File: config.mk
export PLATFORM = sky130hd
export DESIGN_NAME = http_request_url_validator
export DESIGN_NICKNAME = d
export VERILOG_FILES = /design/src/sv/urlv_pkg.sv /design/src/sv/urlv_class.sv /design/src/sv/urlv_fsm.sv /design/src/sv/http_request_url_validator.sv
export SDC_FILE = /design/constraint.sdc
export NUM_CORES = 1
export LEC_CHECK = 0
export BUFFER_PORTS_ARGS = -buffer_cell sky130_fd_sc_hd__buf_2
export CAP_MARGIN = 20
export CORE_MARGIN = 2
export CORE_UTILIZATION = 58
export DETAILED_ROUTE_END_ITERATION = 16
export PLACE_DENSITY = 0.84
export SYNTH_ARGS = -nofsm -noshare
export SYNTH_HDL_FRONTEND = slang
export SYNTH_SLANG_ARGS = --single-unit
File: constraint.sdc
create_clock -name clk -period 4.95 [get_ports clk]
set_input_delay 0.99 -clock clk [delete_from_list [all_inputs] [get_ports clk]]
set_output_delay 0.99 -clock clk [all_outputs]
set_load 0.02 [all_outputs]
File: src/sv/urlv_pkg.sv
package urlv_pkg;

    // Phases of the URL walk. The one unused code of the 3-bit field counts as a failure.
    typedef enum logic [2:0] {
        PH_START  = 3'd0,
        PH_SCHEME = 3'd1,
        PH_COLON  = 3'd2,
        PH_SLASH1 = 3'd3,
        PH_HOST   = 3'd4,
        PH_PATH   = 3'd5,
        PH_FAIL   = 3'd6
    } phase_t;

    // Character classes of one URL byte, passed from the classifier to the phase logic.
    typedef struct packed {
        logic is_alpha;
        logic is_scheme;
        logic is_host;
        logic is_path;
        logic is_slash;
        logic is_slash_or_q;
        logic is_origin_lead;
        logic is_colon;
        logic is_at;
    } char_class_t;

    localparam logic [7:0] CH_TAB       = 8'd9;
    localparam logic [7:0] CH_FORM_FEED = 8'd12;
    localparam logic [7:0] CH_PATH_LO   = 8'h21;
    localparam logic [7:0] CH_PATH_HI   = 8'd126;
    localparam logic [7:0] CH_SLASH     = 8'h2F;
    localparam logic [7:0] CH_QUESTION  = 8'h3F;
    localparam logic [7:0] CH_STAR      = 8'h2A;
    localparam logic [7:0] CH_COLON     = 8'h3A;
    localparam logic [7:0] CH_AT        = 8'h40;
    localparam logic [7:0] CH_PLUS      = 8'h2B;
    localparam logic [7:0] CH_MINUS     = 8'h2D;
    localparam logic [7:0] CH_DOT       = 8'h2E;

endpackage

File: src/sv/urlv_class.sv
module urlv_class (
    input  logic [7:0]          url_byte,
    output urlv_pkg::char_class_t cls
);
    import urlv_pkg::*;

    logic alpha;
    logic digit;
    logic host_punct;

    always_comb
    begin
        alpha = (url_byte inside {[8'h41:8'h5A], [8'h61:8'h7A]});
        digit = (url_byte inside {[8'h30:8'h39]});
        // Punctuation allowed in the host part: ! $ % & ' ( ) * + , - . : ; = @ [ ] _ ~
        host_punct = (url_byte inside {8'h21, [8'h24:8'h2E], 8'h3A, 8'h3B, 8'h3D,
                                       8'h40, 8'h5B, 8'h5D, 8'h5F, 8'h7E});

        cls.is_alpha       = alpha;
        cls.is_scheme      = alpha || digit || (url_byte inside {CH_PLUS, CH_MINUS, CH_DOT});
        cls.is_host        = alpha || digit || host_punct;
        cls.is_path        = (url_byte inside {CH_TAB, CH_FORM_FEED, [CH_PATH_LO:CH_PATH_HI]});
        cls.is_slash       = (url_byte == CH_SLASH);
        cls.is_slash_or_q  = (url_byte inside {CH_SLASH, CH_QUESTION});
        cls.is_origin_lead = (url_byte inside {CH_SLASH, CH_STAR});
        cls.is_colon       = (url_byte == CH_COLON);
        cls.is_at          = (url_byte == CH_AT);
    end

endmodule

File: src/sv/urlv_fsm.sv
module urlv_fsm (
    input  logic                  clk,
    input  logic                  rst_n,
    input  logic                  step,
    input  logic                  has_byte,
    input  logic                  last_item,
    input  logic                  connect_method,
    input  urlv_pkg::char_class_t cls,
    output logic                  url_valid
);
    import urlv_pkg::*;

    phase_t phase_reg;
    phase_t phase_next;
    logic   prev_at_reg;
    logic   prev_at_next;
    phase_t phase_byte;
    logic   prev_at_byte;

    // Phase and '@' tracking after the current byte, before the end-of-URL reset.
    always_comb
    begin
        phase_byte   = phase_reg;
        prev_at_byte = prev_at_reg;
        if (has_byte)
        begin
            case (phase_reg)
                PH_START:
                begin
                    if (cls.is_origin_lead)
                    begin
                        phase_byte = PH_PATH;
                    end
                    else if (connect_method)
                    begin
                        // The host part begins at the first byte; no '@' precedes it.
                        if (cls.is_slash_or_q)
                        begin
                            phase_byte   = PH_PATH;
                            prev_at_byte = 1'b0;
                        end
                        else if (!cls.is_host)
                        begin
                            phase_byte   = PH_FAIL;
                            prev_at_byte = 1'b0;
                        end
                        else
                        begin
                            phase_byte   = PH_HOST;
                            prev_at_byte = cls.is_at;
                        end
                    end
                    else if (cls.is_alpha)
                    begin
                        phase_byte = PH_SCHEME;
                    end
                    else
                    begin
                        phase_byte = PH_FAIL;
                    end
                end
                PH_SCHEME:
                begin
                    if (cls.is_colon)
                    begin
                        phase_byte = PH_COLON;
                    end
                    else if (!cls.is_scheme)
                    begin
                        phase_byte = PH_FAIL;
                    end
                end
                PH_COLON:
                begin
                    phase_byte = cls.is_slash ? PH_SLASH1 : PH_FAIL;
                end
                PH_SLASH1:
                begin
                    phase_byte = cls.is_slash ? PH_HOST : PH_FAIL;
                end
                PH_HOST:
                begin
                    if (cls.is_slash_or_q)
                    begin
                        phase_byte   = PH_PATH;
                        prev_at_byte = 1'b0;
                    end
                    else if (!cls.is_host || (cls.is_at && prev_at_reg))
                    begin
                        phase_byte   = PH_FAIL;
                        prev_at_byte = 1'b0;
                    end
                    else
                    begin
                        prev_at_byte = cls.is_at;
                    end
                end
                PH_PATH:
                begin
                    if (!cls.is_path)
                    begin
                        phase_byte = PH_FAIL;
                    end
                end
                default:
                begin
                    phase_byte = PH_FAIL;
                end
            endcase
        end
    end

    // Next state: a verdict returns everything to the start of a new URL.
    always_comb
    begin
        phase_next   = phase_reg;
        prev_at_next = prev_at_reg;
        if (step)
        begin
            if (last_item)
            begin
                phase_next   = PH_START;
                prev_at_next = 1'b0;
            end
            else
            begin
                phase_next   = phase_byte;
                prev_at_next = prev_at_byte;
            end
        end
    end

    // Output: the URL is good only if it ends inside the host part or the path.
    always_comb
    begin
        url_valid = (phase_byte == PH_HOST) || (phase_byte == PH_PATH);
    end

    always_ff @(posedge clk or negedge rst_n)
    begin
        if (!rst_n)
        begin
            phase_reg   <= PH_START;
            prev_at_reg <= 1'b0;
        end
        else
        begin
            phase_reg   <= phase_next;
            prev_at_reg <= prev_at_next;
        end
    end

    // A verdict always leaves the walker at the start of a fresh URL.
    a_reset_after_verdict: assert property (@(posedge clk) disable iff (!rst_n)
        step && last_item |=> (phase_reg == PH_START) && !prev_at_reg)
        else $error("phase not back at start after a verdict");

    // The '@' flag only has meaning inside the host part.
    a_at_only_in_host: assert property (@(posedge clk) disable iff (!rst_n)
        prev_at_reg |-> (phase_reg == PH_HOST))
        else $error("previous-'@' flag set outside the host part");

    // A failed URL stays failed until its verdict.
    a_fail_sticks: assert property (@(posedge clk) disable iff (!rst_n)
        (phase_reg == PH_FAIL) && step && !last_item |=> (phase_reg == PH_FAIL))
        else $error("walker left the fail phase before the verdict");

endmodule

File: src/sv/http_request_url_validator.sv
// HTTP request-target URL validator.
//
// The URL enters on the s_axis channel, one request per byte. tdata carries the
// byte, tuser[0] says whether tdata holds a byte at all (low for an ignored request
// or an end marker that closes an empty or already-sent URL), tuser[1] flags a
// CONNECT method and is looked at on the first byte of a URL, and tlast marks the
// final request. Exactly one verdict leaves on the m_axis channel for each
// request with tlast set: tdata[0] is 1 when the whole URL passed, 0 otherwise.
//
// Each request is captured in an input register and walked through the
// character classifier and the phase logic from there. The verdict is written
// into the output register when its closing request leaves the input register,
// which waits while the output register is full, and m_axis_tvalid rises. A new
// request is accepted every cycle unless a closing request is held in this way.
//
// If the receiver holds m_axis_tready low, the verdict waits in the output
// register while byte requests keep flowing. Only a second closing request,
// which would need the output register, waits in the input register and then
// drops s_axis_tready until the pending verdict is taken.
//
// Reset clears both valid flags and returns the walker to the start of a URL.
module http_request_url_validator (
    input  logic       clk,
    input  logic       rst_n,

    input  logic       s_axis_tvalid,
    output logic       s_axis_tready,
    input  logic [7:0] s_axis_tdata,   // [7:0] url_byte
    input  logic [1:0] s_axis_tuser,   // [0] has_byte, [1] connect_method
    input  logic       s_axis_tlast,   // last_item

    output logic       m_axis_tvalid,
    input  logic       m_axis_tready,
    output logic [7:0] m_axis_tdata    // [0] url_valid, [7:1] zero
);
    import urlv_pkg::*;

    // Input register.
    logic        s1_valid_reg;
    logic        s1_valid_next;
    logic [7:0]  s1_byte_reg;
    logic        s1_has_reg;
    logic        s1_last_reg;
    logic        s1_conn_reg;

    // Result register.
    logic        out_valid_reg;
    logic        out_valid_next;
    logic        url_valid_reg;

    char_class_t cls;
    logic        verdict;
    logic        out_free;
    logic        s1_advance;
    logic        s_accept;

    // The output register is free when empty or being emptied this cycle.
    assign out_free   = !out_valid_reg || m_axis_tready;
    // Only a closing request needs room in the output register.
    assign s1_advance = s1_valid_reg && (!s1_last_reg || out_free);
    assign s_axis_tready = !s1_valid_reg || s1_advance;
    assign s_accept   = s_axis_tvalid && s_axis_tready;

    urlv_class u_class (
        .url_byte (s1_byte_reg),
        .cls      (cls)
    );

    urlv_fsm u_fsm (
        .clk            (clk),
        .rst_n          (rst_n),
        .step           (s1_advance),
        .has_byte       (s1_has_reg),
        .last_item      (s1_last_reg),
        .connect_method (s1_conn_reg),
        .cls            (cls),
        .url_valid      (verdict)
    );

    always_comb
    begin
        s1_valid_next = s_accept ? 1'b1 : (s1_advance ? 1'b0 : s1_valid_reg);

        out_valid_next = out_valid_reg;
        if (s1_advance && s1_last_reg)
        begin
            out_valid_next = 1'b1;
        end
        else if (m_axis_tready)
        begin
            out_valid_next = 1'b0;
        end
    end

    always_ff @(posedge clk or negedge rst_n)
    begin
        if (!rst_n)
        begin
            s1_valid_reg  <= 1'b0;
            out_valid_reg <= 1'b0;
        end
        else
        begin
            s1_valid_reg  <= s1_valid_next;
            out_valid_reg <= out_valid_next;
        end
    end

    // Payload registers carry no reset.
    always_ff @(posedge clk)
    begin
        if (s_accept)
        begin
            s1_byte_reg <= s_axis_tdata;
            s1_has_reg  <= s_axis_tuser[0];
            s1_conn_reg <= s_axis_tuser[1];
            s1_last_reg <= s_axis_tlast;
        end
        if (s1_advance && s1_last_reg)
        begin
            url_valid_reg <= verdict;
        end
    end

    assign m_axis_tvalid = out_valid_reg;
    assign m_axis_tdata  = {7'd0, url_valid_reg};

    // A verdict only appears after a closing request has left the input register.
    a_verdict_from_last: assert property (@(posedge clk) disable iff (!rst_n)
        $rose(m_axis_tvalid) |-> $past(s1_valid_reg && s1_last_reg))
        else $error("verdict raised without a closing request");

    // A closing request blocked by a pending verdict must hold off new input.
    a_block_on_full: assert property (@(posedge clk) disable iff (!rst_n)
        s1_valid_reg && s1_last_reg && out_valid_reg && !m_axis_tready |-> !s_axis_tready)
        else $error("input accepted while a closing request is stuck");

    // Byte requests never wait on the output side.
    a_bytes_flow: assert property (@(posedge clk) disable iff (!rst_n)
        s1_valid_reg && !s1_last_reg |-> s_axis_tready)
        else $error("byte request stalled by the output register");

endmodule

* Word level (Yosys, flattened, before mapping) *
Index checks and enable logic that the tools add are counted.

word-level totals
  output and inout bits = 10
  input port bits = 15
  word-level logic and storage cells = 106
  flip-flop bits (word level) = 18

cells by class
  $lt $le $gt $ge = 10
  reduce and logical (&&, ||, !) cells = 33
  equal/unequal tests = 26
  muxes and demuxes = 28

operators with widths
  cell                                                               number
  == test 8 x 6 -> 1 bit, second input constant                      10
  == test 8 x 7 -> 1 bit, second input constant                      5
  two-way mux 3 bit                                                  12
  greater-or-equal comparator 8 x 6 -> 1 bit, second input constant  3
  less-or-equal comparator 8 x 7 -> 1 bit, second input constant     3
  case mux 3 bit (6 select lines)                                    1
  == test 8 x 4 -> 1 bit, second input constant                      2
  greater-or-equal comparator 8 x 7 -> 1 bit, second input constant  2
  less-or-equal comparator 8 x 6 -> 1 bit, second input constant     2
  == test 3 bit, second input constant                               4
  two-way mux 1 bit                                                  12
  nonzero test 2 bit                                                 6
  nonzero test 10 bit                                                1
  logical AND 1 bit                                                  9
  nonzero test 3 bit                                                 3
  logical OR 1 bit                                                   8
  == test 3 x 2 -> 1 bit, second input constant                      2
  inequality test 3 bit, second input constant                       2
  AND reduction 5 bit                                                1
  zero test 1 bit                                                    4
  two-way mux 2 bit                                                  2
  == test 3 x 1 -> 1 bit, second input constant                      1
  zero test 3 bit                                                    1
  case mux 1 bit (2 select lines)                                    1

* Longest topological paths before layout *
Gate-level depths: netlist of run 1.

  word-level depth = 13
  mapped depth = 7
  depth with buffers taken out = 6

* Hierarchy *
Synthesis of run 1 repeated with hierarchy kept, for this count alone.

second synthesis, totals
  cell total of the unflattened synthesis = 138
  area, all modules = 1318.8 µm²

modules (own cells, without submodules)
  module                      seq. area each (µm²)  times used  area each (µm²)  cells each
  http_request_url_validator  410.4                 1           541.8            31
  urlv_fsm                    100.1                 1           424.2            51
  urlv_class                  0.0                   1           352.8            56

* Worst setup path before layout of run 1 *
Ideal clock, no wire load.

  path kind = input -> output
  start point = in m_axis_tready
  end point = out s_axis_tready
  arrival = 1.314 ns
  buffers on the path = 0
  path slack = 2.646 ns
  required time = 3.960 ns
  stages = 1
  cells stage by stage = nand4b_1

on the way
  longest elaborated chain between the ends = 4

ends and longest elaborated chain
  what               RTL line                          RTL
  from (decl)        http_request_url_validator.sv:33  input logic m_axis_tready,
  logical OR 1 bit   http_request_url_validator.sv:58  assign out_free = !out_valid_reg || m_axis_tready;
  logical OR 1 bit   http_request_url_validator.sv:60  assign s1_advance = s1_valid_reg && (!s1_last_reg || out_free);
  logical AND 1 bit  http_request_url_validator.sv:60
  logical OR 1 bit   http_request_url_validator.sv:61  assign s_axis_tready = !s1_valid_reg || s1_advance;
  to (decl)          http_request_url_validator.sv:27  output logic s_axis_tready,

No other way between the ends.

* Final worst setup path of run 1 *
Ends and elaborated chain as after synthesis.

==> results of run 1 <==
[layout make-up]
type	instances	share of cell area
clock inverters	1	0.00287
repair buffers	17	0.0651
multi-input cells	95	0.478
flip-flops and latches	18	0.391
clock buffers	3	0.0172
well taps	27	0.0259
inverters	7	0.0201
[metal layers]
metal | vias up | GRT usage
met5 | - | 0
met4 | 0 | 0.0901
met3 | 4 | 0.0298
met2 | 44 | 0.336
met1 | 462 | 0.262
li1 | 501 | -
[worst paths after layout]
check | start | to | slack, ps | depth (start not counted)
setup / recovery | m_axis_tready | s_axis_tready | 2480 | 3
hold / removal | rst_n | u_fsm.phase_reg[0]$_DFFE_PN0P_ | 510 | 1
setup reg to reg | s1_byte_reg[4]$_DFFE_PP_ | url_valid_reg$_DFFE_PP_ | 2510 | 6
hold reg to reg | m_axis_tvalid$_DFFE_PN0P_ | m_axis_tvalid$_DFFE_PN0P_ | 560 | 2
max in group asynchronous | rst_n | u_fsm.prev_at_reg$_DFFE_PN0P_ | 4300 | 1
min in group clk | m_axis_tvalid$_DFFE_PN0P_ | m_axis_tvalid$_DFFE_PN0P_ | 560 | 2
[power groups by stage]
stage,Sequential (W),Combinational [W],Clock (W)
2_1_floorplan,0.000198,0.000126,0
3_3_place_gp,0.000226,0.000115,0
3_5_place_dp,0.000227,0.000118,0
4_1_cts,0.000223,0.000119,0.0000747
5_1_grt,0.000230,0.000134,0.0000798
6_report,0.000224,0.000119,0.0000709
[kinds of logic after synthesis]
group | count (synthesis) | synth area share
muxes | 2 | 0.0171
other | 1 | 0.00301
and+or+nand+nor | 47 | 0.221
AOI/OAI and AO/OA | 38 | 0.235
DFF | 18 | 0.410
buffers and inverters | 25 | 0.107
xor gates and xnor gates | 1 | 0.00704
[placed cells by master, fill, tap and decap left out, drive strengths merged, types with 2 or more instances in the layout]
cell and n:
nor4 4, inv 7, nor2 5, edfxtp 12, o21ai 10, conb 7, nor2b 2, o32ai 2
a31oi 3, a21oi 5, nor3b 3, nand4 3, nand2 13, dfrtp 6, and2 2, nor3 2
nor4b 2, a211oi 3, o211ai 2, buf 17, clkbuf 3, or4 2, o31ai 3, nand2b 3
[metrics by stage]
| stage | instance area [sq um] | setup slack (ps) | hold slack, ps | power, W |
|---|---|---|---|---|
| 2_1_floorplan | 1270 | 2650 | 490 | 0.000323 |
| 3_3_place_gp | 1280 | 2480 | 517 | 0.000341 |
| 3_5_place_dp | 1280 | 2490 | 524 | 0.000345 |
| 4_1_cts | 1310 | 2480 | 501 | 0.000417 |
| 5_1_grt | 1310 | 2380 | 500 | 0.000444 |
| 6_report | 1310 | 2480 | 506 | 0.000414 |
==> flow_metrics.tcl, run 1 <==
set metrics [dict create \
    wl_per_cell_um 13.4 \
    p_sw_frac 0.358 \
    ys_seq_area_frac 0.410 \
    synth_edf_count 12 \
    cts_htree_levels 1 \
    path_delay_family "buffers and inverters" \
    vias_per_cell 6.02 \
    crit_path_start_kind "input pin" \
    drcViolationCount 0 \
    cp.buffers_inverters 2 \
    dr_total_vias 1011 \
    multi_input_area_sq_um 624 \
    top_layer "met4" \
    fmax_mhz 405 \
    ctsLongestPathBuffers 2 \
    synth.distinct_cells 49 \
    die_x_um 50.3 \
    drive_above_1_share 0.199 \
    utilization 0.653 \
    clk_pin_slew_ps 100 \
    slowest_delay_ps 190 \
    grt_pass1_wl_um 3930 \
    power_frac_clock 0.171 \
    syn_area_sq_um 1240 \
    cts_tree "yes" \
    tightest_slew_ps 560 \
    hold_viol_final 0 \
    ir_drop_uv 212 \
    core_area_sq_um 2000 \
    gr-usage-all-layers 0.202 \
    yosys-top-cells-area "edfxtp_1 29%, dfrtp_1 12%, buf_4 4.8%" \
    fin_cells 168 \
    clk_latency_ps 290 \
    clock_skew_ps 4.43 \
    rsz0062_at_grt "false" \
    async_reset_ff_frac 0.333 \
    critical_path.most_common_cell "buf_2" \
    die-area_sq_um 2530 \
    fin_nets 157 \
    regArea_sq_um 510 \
    critPathKind "in2out" \
    setup_viol 0 \
    postRouteAntennaNets 0 \
    wl_met2_um 1080 \
    cts_buffers 3 \
    final-max-slew-violation-count 0 \
    power.density_nw_per_um2 317 \
    initial_core_util 0.622 \
    largest_reg_flops 8 \
    worst_ep_arrival_time_ps 1480 \
    die_height_um 50.3 \
    synthFlopType "edfxtp_1" \
    post-route-period-util 0.499 \
    tns_ps 0 \
    cts_resized 0 \
    antenna_cells 0 \
    synthCells 132 \
    p_sw_w 0.000148 \
    grt_pass1_vias 924 \
    dp_hpwl_um 1710 \
    critical-path-slowest-cell "nand4b_1" \
    synth_common_cells "13 x nand2_1, 12 x edfxtp_1, 9 x o21ai_0" \
    ys_ff_latch 18 \
    cp_cell_sequence "buf_2, nand4b_1, buf_2" \
    drt-total-wl_um 2240 \
    dp.cells 164 \
    cts_hold_buf 0 \
    synth_top_area_cell "edfxtp_1" \
    cts_sinks 18 \
    wl_met3_um 137 \
    rows 16 \
    dr.pass1.iters 4 \
    io_buffers 17 \
    met1_length_um 1000 \
    p_comb_frac 0.287 \
    cp_max_fo 3 \
    avgSynthCellArea_sq_um 9.43 \
    p_int_w 0.000266 \
    slew_headroom 0.624 \
    post-cts-setup-buffer-count 0 \
    root_buffer "clkbuf_4" \
    end_kind "output port" \
    n_fill_cell 165 \
    seqPwrFrac 0.541 \
    ys_warn_count 0 \
    drt_iter0_markers 49 \
    synthMostInstantiatedCell "nand2_1" \
    period_needed_ps 2470 \
    leakagePower_nw 0.491 \
    syn_to_final_growth_pct 4.92 \
    antenna_found_initial 0 \
    ios 25 \
    drv_cap 0 \
    overflow 0 \
    grt_start_max_net_pins 16 \
    min_path_type "in2async" \
    cp.required_ps 3960 \
    gp_congestion 0.951 \
    yosysTopAreaCellShare 0.289 \
    status "complete, no violations" \
]
Power figures use the tool's default switching activity.
==> inputs of run 2 (changes only) <==
--- a/config.mk
+++ b/config.mk
@@ -8,9 +8,9 @@
 export BUFFER_PORTS_ARGS = -buffer_cell sky130_fd_sc_hd__buf_2
 export CAP_MARGIN = 20
 export CORE_MARGIN = 2
-export CORE_UTILIZATION = 58
+export CORE_UTILIZATION = 54
 export DETAILED_ROUTE_END_ITERATION = 16
-export PLACE_DENSITY = 0.84
+export PLACE_DENSITY = 0.79
 export SYNTH_ARGS = -nofsm -noshare
 export SYNTH_HDL_FRONTEND = slang
 export SYNTH_SLANG_ARGS = --single-unit
==> constraint.sdc (replaced) <==
create_clock -name clk -period 2.3 [get_ports clk]
set_input_delay 0.46 -clock clk [delete_from_list [all_inputs] [get_ports clk]]
set_output_delay 0.46 -clock clk [all_outputs]
set_load 0.02 [all_outputs]
==> run 2 against run 1 <==
  * Die area up 6.8%
  * Design area up 7.2%
  * Final cell count up 5.4%
  * Clock power is 120% higher
  * Combinational power grew to 2.5 times the previous value
  * Hold slack worse by 180 ps
  * Setup slack got worse by 2400 ps
  * Core utilization shrank 1.3 points
  * Sequential share of layout area shrank 2.6 points
  * Global-route usage up 2.5 points
  * Clock skew is 3.3 ps higher
  * Flip-flop and latch count is the same
  * Critical endpoint is now url_valid_reg$_DFFE_PP_
  * Highest routed layer unchanged
==> flow_metrics.tcl, run 2 (same netlist as run 1, synthesis figures left out) <==
set metrics [dict create \
    status "complete, no violations" \
    die_height_um 52.0 \
    io_buffers 17 \
    placed_cell_area_sq_um 1330 \
    fin_nets 165 \
    die-area_sq_um 2710 \
    gp_congestion 0.942 \
    mostFrequentLayoutCell "buf_2" \
    mostFrequentLayoutCells "17 x buf_2, 13 x nand2_1, 12 x edfxtp_1, 9 x o21ai_0" \
    final-max-slew-violation-count 0 \
    rr_worst_depth 6 \
    fin_area_sq_um 1400 \
    tightest_slew_ps 490 \
    fin_total_pwr_w 0.000932 \
    rrSetupSlack_ps 50 \
    cts_sinks 18 \
    core_area_sq_um 2190 \
    drive_above_1_share 0.255 \
    crit_start "s1_byte_reg[3]$_DFFE_PP_" \
    rsz0062_at_grt "true" \
    syn_to_final_growth_pct 12.5 \
    cts_tree "yes" \
    worst_ep_arrival_time_ps 2400 \
    cp.required_ps 2450 \
    cp_max_fo 4 \
    drt_iter0_markers 45 \
    dp_hpwl_um 1950 \
    setup_viol 0 \
    initial_core_util 0.568 \
    regArea_sq_um 510 \
    hold_viol_final 0 \
    min_path_type "in2reg" \
    grt_pass1_vias 1035 \
    multi_input_area_sq_um 654 \
    cts_buffers 3 \
    critPathKind "reg2reg" \
    setup_ws_ps 54.1 \
    min_to "s1_last_reg$_DFFE_PP_" \
    ios 25 \
    vias_per_cell 6.32 \
    r2r-start "s1_byte_reg[3]$_DFFE_PP_" \
    grt_pass1_wl_um 4350 \
    die_x_um 52.0 \
    leakagePower_nw 0.532 \
    slowest_delay_ps 600 \
    dr_total_vias 1118 \
    cts_htree_levels 1 \
    cp_cell_sequence "or4_4, a2bb2oi_2, o31ai_4, o31ai_2, a222oi_1, nor3b_2" \
    postRouteAntennaNets 0 \
    wl_per_cell_um 14.7 \
    period_needed_ps 2250 \
    gr-usage-all-layers 0.227 \
    clk_latency_ps 300 \
    post-cts-setup-buffer-count 0 \
    dr.pass1.iters 5 \
    slew_headroom 0.670 \
    antenna_found_initial 0 \
    clock_skew_ps 7.78 \
    n_fill_cell 178 \
    drcViolationCount 0 \
    place_ws_ps 25.3 \
    critical-path-slowest-cell "or4_4" \
    hold_depth 1 \
    antenna_cells 0 \
    rows 17 \
    ctsLongestPathBuffers 2 \
    r2r-end "url_valid_reg$_DFFE_PP_" \
    drv_cap 0 \
    ir_drop_uv 687 \
    end_kind "register" \
    root_buffer "clkbuf_4" \
    clk_pin_slew_ps 100 \
    post-route-period-util 0.976 \
    worst_hold_startpoint "s_axis_tlast" \
    power.density_nw_per_um2 666 \
    crit_path_start_kind "register" \
    drt-total-wl_um 2610 \
    overflow 0 \
    fmax_mhz 445 \
    largest_reg_flops 8 \
    grt_start_max_net_pins 14 \
]
==> run 2: worst max path at each step <==
stage,endpoint,slack (ps),depth (start not counted)
3_5_place_dp,url_valid_reg$_DFFE_PP_,30,6
5_1_grt,url_valid_reg$_DFFE_PP_,-80,6
2_1_floorplan,url_valid_reg$_DFFE_PP_,250,6
6_report,url_valid_reg$_DFFE_PP_,50,6
3_3_place_gp,url_valid_reg$_DFFE_PP_,140,6
4_1_cts,url_valid_reg$_DFFE_PP_,20,6
==> run 2: layer usage <==
layer / wire length (um) / share of wire / vias to the layer above / GRT usage
met4: 110 / 0.042 / 0 / 0.189
met3: 176 / 0.067 / 12 / 0.0546
li1: - / - / 521 / -
met2: 1290 / 0.49 / 59 / 0.363
met1: 1040 / 0.40 / 526 / 0.252
met5: 0 / 0 / - / 0
==> run 2: critical path: cells and delay by family, from the launching register on <==
kind / cells / cell delay, ps
AO/OA/AOI/OAI: 4 / 880
flip-flops: 1 / 390
AND/OR/NAND/NOR: 2 / 830
==> run 2: timing repair <==
item                                    4_1_cts  5_1_grt
hold endpoints to repair                      6        0
hold buffers                                  1        0
resized for setup                             0        4
endpoints found under the setup margin        0        3
==> run 2: metrics by stage <==
step	instances	util	setup TNS [ps]	hold WS, ps
detailed placement	172	0.609	0	295
CTS	177	0.625	0	325
finish	177	0.639	0	329
global route	177	0.639	-83.7	320
floorplan	138	-	0	164
global placement	172	0.609	0	289
==> run 2: layout make-up <==
| class | count | share of cell area |
|---|---|---|
| Clock buffer | 3 | 0.0161 |
| Clock inverter | 1 | 0.00268 |
| Inverter | 7 | 0.0188 |
| Multi-Input combinational cell | 95 | 0.467 |
| Sequential cell | 18 | 0.365 |
| Tap cell | 28 | 0.0250 |
| Timing Repair Buffer | 25 | 0.105 |
==> run 2: power by group <==
group,switching (W),internal (W),total [W]
registers,0.0000764,0.000397,0.000473
logic,0.000175,0.000128,0.000303
clock network,0.0000929,0.0000633,0.000156
total,0.000345,0.000588,0.000932
==> inputs of run 3 (changes only) <==
--- a/config.mk
+++ b/config.mk
@@ -11,6 +11,7 @@
 export CORE_UTILIZATION = 54
 export DETAILED_ROUTE_END_ITERATION = 16
 export PLACE_DENSITY = 0.79
+export SKIP_LAST_GASP = 1
 export SYNTH_ARGS = -nofsm -noshare
 export SYNTH_HDL_FRONTEND = slang
 export SYNTH_SLANG_ARGS = --single-unit
==> constraint.sdc (replaced) <==
create_clock -name clk -period 2.3 [get_ports clk]
set_input_delay 0.345 -clock clk [delete_from_list [all_inputs] [get_ports clk]]
set_output_delay 0.345 -clock clk [all_outputs]
set_load 0.02 [all_outputs]
==> run 3 against run 2 <==
  * Critical path depth unchanged
  * Clock power about the same
  * Global-route usage unchanged
  * Critical path type unchanged
  * Sequential share of layout area up 0.13 points
  * Die area unchanged
==> flow_metrics.tcl, run 3 (same netlist as run 1, synthesis figures left out) <==
set metrics [dict create \
    status "complete, no violations" \
    fin_area_sq_um 1400 \
    root_buffer "clkbuf_4" \
    n_fill_cell 178 \
    rows 17 \
    ir_drop_uv 681 \
    regArea_sq_um 510 \
    clock_skew_ps 5.89 \
    power.density_nw_per_um2 666 \
    vias_per_cell 6.27 \
    post-cts-setup-buffer-count 0 \
    io_buffers 17 \
    antenna_found_initial 0 \
    clk_latency_ps 290 \
    placed_cell_area_sq_um 1330 \
    post-route-period-util 0.982 \
    cts_tree "yes" \
    largest_reg_flops 8 \
    drv_cap 0 \
    drt-total-wl_um 2610 \
    dr_total_vias 1110 \
    holdWs_ps 217 \
    dp_hpwl_um 1950 \
    tightest_slew_ps 496 \
    overflow 0 \
    slowest_delay_ps 600 \
    gp_congestion 0.942 \
    period_needed_ps 2260 \
    core_area_sq_um 2190 \
    rsz0062_at_grt "true" \
    postRouteAntennaNets 0 \
    cts_sinks 18 \
    critical-path-slowest-cell "or4_4" \
    cp_max_fo 4 \
    drcViolationCount 0 \
    drt_iter0_markers 44 \
    wl_met3_um 159 \
    die_height_um 52.0 \
    grt_pass1_vias 1035 \
    ios 25 \
    worst_ep_arrival_time_ps 2410 \
    fin_nets 165 \
    end_kind "register" \
    wl_met2_um 1250 \
    grt_pass1_wl_um 4350 \
    wl_per_cell_um 14.8 \
    antenna_cells 0 \
    path_delay_family "compound AO/OA/AOI/OAI gates" \
    cp.required_ps 2450 \
    drive_above_1_share 0.248 \
    clk_pin_slew_ps 100 \
    die-area_sq_um 2710 \
    ctsLongestPathBuffers 2 \
    cp.buffers_inverters 0 \
    met1_length_um 1070 \
    syn_to_final_growth_pct 12.1 \
    mostFrequentLayoutCell "buf_2" \
    min_path_type "in2reg" \
    utilization 0.637 \
    fmax_mhz 443 \
    setup_viol 0 \
    cp_cell_sequence "or4_4, a2bb2oi_2, o31ai_4, o31ai_1, a222oi_1, nor3b_2" \
    grt_start_max_net_pins 14 \
    hold_viol_final 0 \
    cts_htree_levels 1 \
    top_layer "met4" \
    final-max-slew-violation-count 0 \
    tns_ps 0 \
    mostFrequentLayoutCells "17 x buf_2, 13 x nand2_1, 12 x edfxtp_1, 9 x o21ai_0" \
    dr.pass1.iters 5 \
    leakagePower_nw 0.533 \
    critPathKind "reg2reg" \
    multi_input_area_sq_um 649 \
    slew_headroom 0.666 \
    initial_core_util 0.568 \
    fin_total_pwr_w 0.000929 \
    gr-usage-all-layers 0.227 \
    cts_buffers 3 \
    crit_path_start_kind "register" \
    die_x_um 52.0 \
]
==> run 3: timing repair <==
item                                    in CTS  in global routing
hold buffers                                 1                  0
hold endpoints to repair                     6                  0
gates resized for setup                      0                  3
endpoints found under the setup margin       0                  3
==> run 3: path summary, 6_finish.rpt <==
check	end	slack [ps]	startpoint	depth (start not counted)
min reg2reg	u_fsm.prev_at_reg$_DFFE_PN0P_	560	u_fsm.prev_at_reg$_DFFE_PN0P_	2
max	url_valid_reg$_DFFE_PP_	40	s1_byte_reg[3]$_DFFE_PP_	6
min in group asynchronous	u_fsm.phase_reg[2]$_DFFE_PN0P_	390	rst_n	2
min	s1_last_reg$_DFFE_PP_	220	s_axis_tlast	1
max reg2reg	url_valid_reg$_DFFE_PP_	40	s1_byte_reg[3]$_DFFE_PP_	6
max in group asynchronous	u_fsm.prev_at_reg$_DFFE_PN0P_	1760	rst_n	2
==> run 3: layer usage <==
metal,track usage,vias up
met1,0.252,520
met5,0,-
li1,-,522
met3,0.0546,15
met2,0.363,53
met4,0.189,0
==> run 3: report_power, final <==
group | internal, W | switching [W]
clock | 0.0000632 | 0.0000914
sequential | 0.000397 | 0.0000748
combinational | 0.000127 | 0.000176
==> run 3: stage by stage <==
step           setup slack [ps]  instances
4_1_cts                    19.9        177
3_5_place_dp               25.3        172
6_report                   42.5        177
3_3_place_gp                142        172
5_1_grt                   -92.6        177
2_1_floorplan               252        138
==> run 3: area by class of cell <==
class	instances	share of cell area
Inverter	7	0.0188
Clock inverter	1	0.00269
Timing Repair Buffer	25	0.106
Tap cell	28	0.0251
Clock buffer	3	0.0161
Multi-Input combinational cell	95	0.465
Sequential cell	18	0.366
